$ cat config.mk
export PLATFORM = sky130hd
export DESIGN_NAME = sorted_list_insert_delete
export DESIGN_NICKNAME = d
export VERILOG_FILES = /design/src/hdl/sli_pkg.sv /design/src/hdl/sli_cell.sv /design/src/hdl/sorted_list_insert_delete.sv
export SDC_FILE = /design/constraint.sdc
export NUM_CORES = 2
export LEC_CHECK = 0
export ABC_AREA = 0
export BUFFER_PORTS_ARGS = -buffer_cell sky130_fd_sc_hd__buf_2
export CAP_MARGIN = 20
export CELL_PAD_IN_SITES_DETAIL_PLACEMENT = 2
export CELL_PAD_IN_SITES_GLOBAL_PLACEMENT = 2
export CORE_MARGIN = 8
export CORE_UTILIZATION = 39
export DETAILED_ROUTE_END_ITERATION = 8
export PLACE_DENSITY_LB_ADDON = 0.1
export SLEW_MARGIN = 15
export SYNTH_ARGS = -nofsm -noshare
export SYNTH_HDL_FRONTEND = slang
export SYNTH_SLANG_ARGS = --single-unit
$ cat constraint.sdc
create_clock -name clock -period 5.6 [get_ports clock]
set_clock_uncertainty 0.2 [all_clocks]
set_input_delay 0.56 -clock clock [delete_from_list [all_inputs] [get_ports clock]]
set_output_delay 0.56 -clock clock [all_outputs]
set_load 0.05 [all_outputs]
$ cat src/hdl/sli_pkg.sv
// ----------------------------------------------------------------------------
// Sorted list package
// Codes, command struct and widths shared by the sorted list cells and top.
// ----------------------------------------------------------------------------
package sli_pkg;

   localparam int DEF_CAPACITY = 16;
   localparam int VALUE_W      = 32;
   localparam int COUNT_W      = 5;   // width of the entry_count field
   localparam int MODE_W       = 2;
   localparam int STATUS_W     = 3;
   localparam int REQ_DATA_W   = 32;
   localparam int RSP_DATA_W   = 40;

   typedef enum logic [MODE_W-1:0] {
      MODE_INSERT = 2'd0,
      MODE_DELETE = 2'd1,
      MODE_READ   = 2'd2,
      MODE_NONE   = 2'd3
   } mode_type;

   typedef enum logic [STATUS_W-1:0] {
      ST_INSERTED  = 3'd0,
      ST_DELETED   = 3'd1,
      ST_NOT_FOUND = 3'd2,
      ST_FULL      = 3'd3,
      ST_LISTED    = 3'd4,
      ST_EMPTY     = 3'd5
   } status_type;

   typedef enum logic [1:0] {
      CELL_HOLD,
      CELL_INSERT,
      CELL_DELETE,
      CELL_ROTATE
   } cell_op_type;

   typedef struct packed {
      cell_op_type               op;
      logic signed [VALUE_W-1:0] value;
   } cell_cmd_type;

   typedef enum logic {
      FSM_IDLE,
      FSM_READ
   } fsm_type;

endpackage

$ cat src/hdl/sli_cell.sv
// ----------------------------------------------------------------------------
// Sorted list cell
// Holds one entry; compares it with the operand and takes its own, its
// neighbour's or the operand value as the list shifts.
// ----------------------------------------------------------------------------
module sli_cell
   import sli_pkg::*;
(
   input  logic                      clock,
   input  cell_cmd_type              cmd,
   input  logic                      valid,       // entry lies below the count
   input  logic                      next_valid,  // right neighbour is valid
   input  logic                      shift_in,    // insert point lies left of this cell
   input  logic                      hit_in,      // delete match lies left of this cell
   input  logic signed [VALUE_W-1:0] left_value,
   input  logic signed [VALUE_W-1:0] right_value,
   input  logic signed [VALUE_W-1:0] head_value,
   output logic                      shift_out,
   output logic                      hit_out,
   output logic signed [VALUE_W-1:0] value
);

   logic signed [VALUE_W-1:0] entry_ff;
   logic signed [VALUE_W-1:0] entry_in;
   logic                      tail;

   // sorted, so "not smaller" marks a suffix of the valid entries
   assign shift_out = !valid || (entry_ff >= cmd.value);
   assign hit_out   = hit_in || (valid && (entry_ff == cmd.value));
   assign tail      = valid && !next_valid;
   assign value     = entry_ff;

   always_comb begin
      entry_in = entry_ff;
      case (cmd.op)
         CELL_INSERT: begin
            if (shift_in) begin
               entry_in = left_value;
            end else if (shift_out) begin
               entry_in = cmd.value;
            end
         end
         CELL_DELETE: begin
            if (hit_out) begin
               entry_in = right_value;
            end
         end
         // read-out turns the valid part once round, head wraps to the tail
         CELL_ROTATE: begin
            entry_in = tail ? head_value : right_value;
         end
         default: begin
            entry_in = entry_ff;
         end
      endcase
   end

   always_ff @(posedge clock) begin
      entry_ff <= entry_in;
   end

endmodule

$ cat src/hdl/sorted_list_insert_delete.sv
// ----------------------------------------------------------------------------
// Sorted list with insert and delete
// Row of compare-and-shift cells keeping signed values in ascending order.
// ----------------------------------------------------------------------------
//  channel  dir  tdata                               tuser        tlast
//  req      in   [31:0] value                        [1:0] mode   -
//  rsp      out  [31:0] entry_value, [36:32] count   [2:0] status last
//
//  Insert and delete finish in the cycle of acceptance; the result sits in
//  the output register the next cycle. Read-out gives one beat per cycle,
//  count beats, while the cell row rotates; no request is taken meanwhile.
//  A stalled rsp holds the row and the read-out where they are.
//  Reset empties the list at once.
// ----------------------------------------------------------------------------
module sorted_list_insert_delete
   import sli_pkg::*;
#(
   parameter int CAPACITY = DEF_CAPACITY
)
(
   input  logic                   clock,
   input  logic                   reset,
   input  logic                   req_tvalid,
   output logic                   req_tready,
   input  logic [REQ_DATA_W-1:0]  req_tdata,   // [31:0] value
   input  logic [MODE_W-1:0]      req_tuser,   // [1:0] mode
   output logic                   rsp_tvalid,
   input  logic                   rsp_tready,
   output logic [RSP_DATA_W-1:0]  rsp_tdata,   // [31:0] entry_value, [36:32] entry_count
   output logic [STATUS_W-1:0]    rsp_tuser,   // [2:0] status
   output logic                   rsp_tlast    // last
);

   localparam int CNT_W = $clog2(CAPACITY + 1);

   fsm_type                   state_ff, state_in;
   logic [CNT_W-1:0]          count_ff, count_in;
   logic [CNT_W-1:0]          idx_ff, idx_in;
   logic                      rsp_valid_ff, rsp_valid_in;
   status_type                rsp_status_ff, rsp_status_in;
   logic signed [VALUE_W-1:0] rsp_value_ff, rsp_value_in;
   logic [CNT_W-1:0]          rsp_count_ff, rsp_count_in;
   logic                      rsp_last_ff, rsp_last_in;

   cell_cmd_type              cmd;
   logic                      accept;
   logic                      out_free;
   logic                      full;
   logic                      found;
   mode_type                  mode;

   logic signed [VALUE_W-1:0] cell_value [CAPACITY];
   logic                      cell_shift [CAPACITY];
   logic                      cell_hit   [CAPACITY];
   logic                      cell_valid [CAPACITY];

   assign out_free   = !rsp_valid_ff || rsp_tready;
   assign req_tready = (state_ff == FSM_IDLE) && out_free;
   assign accept     = req_tvalid && req_tready;
   assign mode       = mode_type'(req_tuser);
   assign full       = (count_ff >= CNT_W'(CAPACITY));
   assign found      = cell_hit[CAPACITY-1];

   generate
      for (genvar i = 0; i < CAPACITY; i++) begin : g_cell
         logic                      shift_left;
         logic                      hit_left;
         logic                      valid_right;
         logic signed [VALUE_W-1:0] value_left;
         logic signed [VALUE_W-1:0] value_right;

         assign cell_valid[i] = (count_ff > CNT_W'(i));

         if (i == 0) begin : g_first
            assign shift_left = 1'b0;
            assign hit_left   = 1'b0;
            assign value_left = cmd.value;
         end else begin : g_inner
            assign shift_left = cell_shift[i-1];
            assign hit_left   = cell_hit[i-1];
            assign value_left = cell_value[i-1];
         end

         if (i == CAPACITY - 1) begin : g_end
            assign valid_right = 1'b0;
            assign value_right = cell_value[i];
         end else begin : g_mid
            assign valid_right = cell_valid[i+1];
            assign value_right = cell_value[i+1];
         end

         sli_cell u_cell (
            .clock       (clock),
            .cmd         (cmd),
            .valid       (cell_valid[i]),
            .next_valid  (valid_right),
            .shift_in    (shift_left),
            .hit_in      (hit_left),
            .left_value  (value_left),
            .right_value (value_right),
            .head_value  (cell_value[0]),
            .shift_out   (cell_shift[i]),
            .hit_out     (cell_hit[i]),
            .value       (cell_value[i])
         );
      end
   endgenerate

   always_ff @(posedge clock) begin
      if (reset) begin
         state_ff     <= FSM_IDLE;
         count_ff     <= '0;
         idx_ff       <= '0;
         rsp_valid_ff <= 1'b0;
      end else begin
         state_ff     <= state_in;
         count_ff     <= count_in;
         idx_ff       <= idx_in;
         rsp_valid_ff <= rsp_valid_in;
      end
   end

   always_ff @(posedge clock) begin
      rsp_status_ff <= rsp_status_in;
      rsp_value_ff  <= rsp_value_in;
      rsp_count_ff  <= rsp_count_in;
      rsp_last_ff   <= rsp_last_in;
   end

   always_comb begin
      state_in      = state_ff;
      count_in      = count_ff;
      idx_in        = idx_ff;
      rsp_valid_in  = rsp_valid_ff && !rsp_tready;
      rsp_status_in = rsp_status_ff;
      rsp_value_in  = rsp_value_ff;
      rsp_count_in  = rsp_count_ff;
      rsp_last_in   = rsp_last_ff;
      cmd.op        = CELL_HOLD;
      cmd.value     = $signed(req_tdata[VALUE_W-1:0]);

      case (state_ff)
         FSM_IDLE: begin
            if (accept) begin
               rsp_value_in = $signed(req_tdata[VALUE_W-1:0]);
               rsp_last_in  = 1'b1;
               case (mode)
                  MODE_INSERT: begin
                     rsp_valid_in = 1'b1;
                     if (full) begin
                        rsp_status_in = ST_FULL;
                        rsp_count_in  = count_ff;
                     end else begin
                        cmd.op        = CELL_INSERT;
                        count_in      = count_ff + CNT_W'(1);
                        rsp_status_in = ST_INSERTED;
                        rsp_count_in  = count_ff + CNT_W'(1);
                     end
                  end
                  MODE_DELETE: begin
                     rsp_valid_in = 1'b1;
                     cmd.op       = CELL_DELETE;
                     if (found) begin
                        count_in      = count_ff - CNT_W'(1);
                        rsp_status_in = ST_DELETED;
                        rsp_count_in  = count_ff - CNT_W'(1);
                     end else begin
                        rsp_status_in = ST_NOT_FOUND;
                        rsp_count_in  = count_ff;
                     end
                  end
                  MODE_READ: begin
                     if (count_ff == '0) begin
                        rsp_valid_in  = 1'b1;
                        rsp_status_in = ST_EMPTY;
                        rsp_value_in  = '0;
                        rsp_count_in  = '0;
                     end else begin
                        state_in = FSM_READ;
                        idx_in   = '0;
                     end
                  end
                  default: begin
                     // unused mode: taken, no beat
                  end
               endcase
            end
         end
         FSM_READ: begin
            if (out_free) begin
               cmd.op        = CELL_ROTATE;
               rsp_valid_in  = 1'b1;
               rsp_status_in = ST_LISTED;
               rsp_value_in  = cell_value[0];
               rsp_count_in  = count_ff;
               rsp_last_in   = (idx_ff == count_ff - CNT_W'(1));
               idx_in        = idx_ff + CNT_W'(1);
               if (idx_ff == count_ff - CNT_W'(1)) begin
                  state_in = FSM_IDLE;
               end
            end
         end
         default: begin
            state_in = FSM_IDLE;
         end
      endcase
   end

   assign rsp_tvalid = rsp_valid_ff;
   assign rsp_tuser  = rsp_status_ff;
   assign rsp_tlast  = rsp_last_ff;
   assign rsp_tdata  = {(RSP_DATA_W - VALUE_W - COUNT_W)'(0),
                        COUNT_W'(rsp_count_ff), rsp_value_ff};

endmodule

# After elaboration in Yosys (flattened, before gate mapping)
# Index checks and enable logic that the tools add are counted.
[totals]
input_bits = 38
out_inout_bits = 46
register_bits = 565
word_cells = 354
[op_classes]
bitwise = 1
n_addsub = 3
n_eq_ne = 61
reduce_logical = 110
magnitude_cmp = 33
n_mux = 122
[op_table]
columns = ["cell", "n"]
rows = [
  ["$mux 32", 66],
  ["$pmux 32 s3", 15],
  ["$eq 32x32->1", 16],
  ["$ge 32x32->1", 16],
  ["$pmux 32 s2", 2],
  ["$reduce_and 3->1", 16],
  ["$mux 5", 9],
  ["$gt 5x4->1 const B", 8],
  ["$ne 3x1->1 const B", 13],
  ["$ne 2x1->1 const B", 19],
  ["$logic_and 1x1->1", 34],
  ["$logic_or 1x1->1", 32],
  ["$pmux 5 s2", 3],
  ["$gt 5x3->1 const B", 4],
  ["$logic_not 1->1", 18],
  ["$pmux 5 s3", 1],
  ["$reduce_and 4->1", 3],
  ["$mux 1", 11],
  ["$add 5x1->5 const B", 2],
  ["$gt 5x1->1 const B", 2],
  ["$gt 5x2->1 const B", 2],
  ["$mux 3", 3],
  ["$pmux 3 s3", 1],
  ["$mux 2", 4],
  ["other kinds (19)", 30],
]

# Logic depth before layout (Yosys ltp)
[logic_depth]
word_depth = 21
mapped_depth = 13
depth_no_buf = 10

# Hierarchy
# Synthesis repeated with hierarchy kept, for this count alone.
[hier_totals]
cells_unflattened = 4540
area_unflattened_um2 = 45755.1
[by_module_without_submodules]
columns = ["module", "cells_each", "n_inst", "area_per_inst_um2"]
rows = [
  ["sli_cell at g_cell[0].u_cell ...", 266, 15, 2672.6],
  ["sorted_list_insert_delete", 278, 1, 2950.3],
  ["sli_cell at g_cell[9].u_cell", 272, 1, 2716.4],
]

# Least setup slack after synthesis
# Ideal clock, no wire load.
[synth_path]
kind = "input -> register"
from = "input port req_tdata[17]"
to = "register g_cell[13].u_cell.entry_ff[0] (enable)"
n_path_buf = 1
arrival_time_ps = 5329
stages = 11
required_ps = 4926
slack_ps = -403
path_cell_list = "inv_1 ha_1 a21oi_1 o221ai_1 a221o_1 a221o_1 a211oi_1 mux2i_1 buf_2 nor2_1 a221oi_1"
[synth_via]
elab_chain_cells = 17
[synth_lines]
columns = ["element", "line", "rtl"]
rows = [
  ["start: declaration", "sorted_list_insert_delete.sv:25", "input logic [REQ_DATA_W-1:0] req_tdata,"],
  ["$eq 32x32->1", "sli_cell.sv:29", "assign hit_out = hit_in || (valid && (entry_ff == cmd.value));"],
  ["$logic_and 1x1->1", "sli_cell.sv:29", ""],
  ["$logic_or 1x1->1 (13 in series)", "sli_cell.sv:29", ""],
  ["$ne 2x1->1 (no line)", "--", ""],
  ["$reduce_and 3->1 (no line) (*)", "--", ""],
  ["end signal: assignment", "sli_cell.sv:59", "entry_ff <= entry_in;"],
  ["end: declaration", "sli_cell.sv:23", "logic signed [VALUE_W-1:0] entry_ff;"],
]
# Mark *: on every way between the ends. The rest lies on a longest branch, timed or not.
# A chain may end at the register's enable or synchronous reset.

# Worst setup path after layout
[layout_path]
from = "register g_cell[0].u_cell.entry_ff[19]"
to = "register g_cell[13].u_cell.entry_ff[9] (enable)"
[layout_via]
elab_chain_cells = 17
[layout_lines]
columns = ["element", "line"]
rows = [
  ["start: declaration", "sli_cell.sv:23"],
  ["start signal: assignment", "sli_cell.sv:59"],
  ["$eq 32x32->1", "sli_cell.sv:29"],
  ["$logic_and 1x1->1", "sli_cell.sv:29"],
  ["$logic_or 1x1->1 (13 in series)", "sli_cell.sv:29"],
  ["$ne 2x1->1 (no line)", "--"],
  ["$reduce_and 3->1 (no line)", "--"],
]
# Every way passes these cells.

==> impl_metrics.toml <==
[synthesis]
synthFlopType = "edfxtp_1"
avgSynthCellArea_um2 = 10.5
synth_edf_count = 553
syn_inst = 4179
netlist_area_um2 = 43900
ys_ff_latch = 565
synth.most_common_cell = "edfxtp_1"
netlist.area_leader.share = 0.378
synth_top_area_cell = "edfxtp_1"
yosys-top-cells-area = "edfxtp_1, ha_1, mux2i_1"
async_reset_ff_frac = 0
yosys_warnings = 0
synth_cell_types = 87
synth_sequential_area_ratio = 0.384
synthTopCellsByCount = "edfxtp_1, ha_1, mux2i_1"

[timing]
hold_viol_final = 0
fmax_ghz = 0.197
fin_ws_ns = 0.517
layout_min_cycle_time_ns = 5.08
rsz0062_at_grt = "no"
worst_slew_pin_slew_ns = 1.19
finalCritPeriodShare = 0.908
slew_violations = 0
setup_viol = 0
timing.slew.headroom = 0.208
tns_ns = 0

[setup_path]
path_class = "flip-flop to flip-flop"
ff2ff_setup_slack_ns = 0.52
crit_chain = "ha_1, nand4_1, nor4_1, nand3_1, o22ai_1, nor3_2, nor4b_1, buf_4, nor2b_1, a221oi_4, buf_12"
arrival_ns = 5.23
rr_worst_depth = 11
cp-start-kind = "flip-flop"
crit_start = "g_cell[0].u_cell.value[19]$_DFFE_PP_"
endpoint_kind = "flip-flop"
cp_slowest_cell = "edfxtp_1"
rr_endpoint = "g_cell[13].u_cell.value[9]$_DFFE_PP_"
crit_required_ns = 5.75
cpPeakStageDelay_ns = 0.86
path_max_fanout = 32
r2r_start = "g_cell[0].u_cell.value[19]$_DFFE_PP_"

[power]
p_per_area_nw_per_um2 = 283
power_uw = 13900
vdd_drop_max_uv = 217
p_leak_uw = 0.0209

[cts]
cts.clk_slew.worst_paths_ns = 0.06
root_buffer = "clkbuf_16"
clock_sinks = 565
clock_latency_ns = 0.68
htreeDepth = 3
cts_setup_buffers = 0
cts_buffers = 76
max-clock-path-buffers = 3
cts_resized = 0
cts_tree = "yes"

[placement]
post-place-ws_ns = 0.328
gp_congestion = 0.938
placed_area_um2 = 46700
dp_hpwl_um = 160000
io_buffers = 80

[floorplanning]
dieWidth_um = 351
die_h_um = 351
start_util = 0.392
rows = 123
dieArea_um2 = 124000
core_region_area_um2 = 112000
io_pins = 84

[finish]
stdcell_area_um2 = 49100
fillers = 11700
drive_gt1_frac = 0.125
regArea_um2 = 16800
syn2layout_area_growth_pct = 12.0
multiInputGateArea_um2 = 25500
final_nets = 4732

[routing]
drc = 0
drtIter0Drc = 3960
routed_wl_um = 221000
post_drt_wl_per_cell_um = 38.5
via_per_inst = 7.10
vias = 40700
drt_first_pass_iters = 5
antenna_left = 0

[grt]
track_usage = 0.347
grt_max_degree = 206
grt_remaining_overflow = 0
antenna_found_initial = 7
grt_pass1_vias = 43000
grt_pass1_wl_um = 314000

[min_path]
hold_path_class = "input pin to flip-flop"
min_to = "rsp_value_ff[17]$_DFFE_PP_"
whs_path_depth = 2
hold_start = "req_tdata[17]"

[flow_run]
cap_violations = 0

[run_status]
outcome = "complete, no violations"
[per-stage QoR]
stage                     hold WS, ns   util  std cells
after floorplan                 0.298      -       4181
after detailed placement        0.343  0.417       5593
after global placement          0.330  0.417       5593
final                          0.0728  0.439       5731
after CTS                      0.0322  0.439       5728
after global routing           0.0646  0.439       5728
[layer usage]
metal,up-vias,track usage,share of wire
met2,1846,0.571,0.46
met4,6,0.212,0.076
met3,671,0.0478,0.063
met5,-,0,0.00018
met1,21200,0.431,0.40
li1,17000,-,-
[worst max-delay path, delay by kind of cell, from the launching register on]
family	cells	cell delay (ns)
fa+ha+maj	1	0.53
buf+inv	2	0.46
compound gates	2	0.74
simple gates	6	1.90
flops	1	0.86
[area by class of cell]
type / instances / area share
flip-flops and latches: 565 / 0.343
clock inverters: 35 / 0.00692
diodes: 3 / 0.000153
well taps: 1500 / 0.0382
clock buffers: 99 / 0.0426
inverters: 80 / 0.00611
repair buffers: 290 / 0.0438
multi-input cells: 3159 / 0.519
[cell usage in the layout (no fill, tap or decap), drive strengths merged, types with 10 or more instances in the layout]
master  synthesis  final
a211oi         24     24
a21o          114    114
a21oi         205    205
a221oi         13     13
a22o           31     31
and2           11     11
and3           10     10
and4           16     16
buf            84    289
clkbuf        293     99
clkinv          3     28
dfxtp          12     12
edfxtp        553    553
ha            522    522
inv            77     77
mux2i         446    446
nand2         214    214
nand2b         17     17
nand3         193    193
nand4         349    349
nor2          130    130
nor2b          33     33
nor3           31     31
nor4           21     21
o211ai         18     18
o21a           23     23
o21ai          85     85
o21bai         35     35
o221a          32     32
o221ai        419    419
or2            37     37
[what timing repair did]
| action | CTS | global route |
|---|---|---|
| endpoints found under the setup margin | 0 | 0 |
| hold endpoints to repair | 2 | 0 |
| hold buffers | 1 | 0 |
[registers in the layout, indices dropped and copies added (netlist names)]
name / flops
count_ff: 5
g_cell.u_cell.value: 512
idx_ff: 5
rsp_count_ff: 5
rsp_tlast: 1
rsp_tuser: 3
rsp_tvalid: 1
rsp_value_ff: 32
state_ff: 1
[report_power, final]
part           internal, uW  leakage [uW]  total, uW  switching [uW]
sequential             5130       0.00524       5500             372
combinational          1080        0.0144       3310            2220
clock                  2940       0.00118       5080            2140
total                  9150        0.0209      13900            4740
[logic make-up after synthesis]
family,share of synthesized area
AO/OA/AOI/OAI,0.188
XOR/XNOR,0.00239
adder cells (fa/ha/maj),0.149
buffers and inverters,0.0415
flip-flops,0.384
multiplexers,0.103
other,0.0000854
AND/OR/NAND/NOR,0.133
[how the worst max path moves through the flow]
stage | cells after the start | endpoint
floorplan | 11 | g_cell[3].u_cell.value[0]$_DFFE_PP_
global placement | 13 | g_cell[13].u_cell.value[11]$_DFFE_PP_
detailed placement | 13 | g_cell[7].u_cell.value[20]$_DFFE_PP_
CTS | 11 | g_cell[13].u_cell.value[19]$_DFFE_PP_
global route | 11 | g_cell[13].u_cell.value[9]$_DFFE_PP_
finish | 11 | g_cell[13].u_cell.value[9]$_DFFE_PP_
No activity file was read; power rests on OpenSTA's default activity.
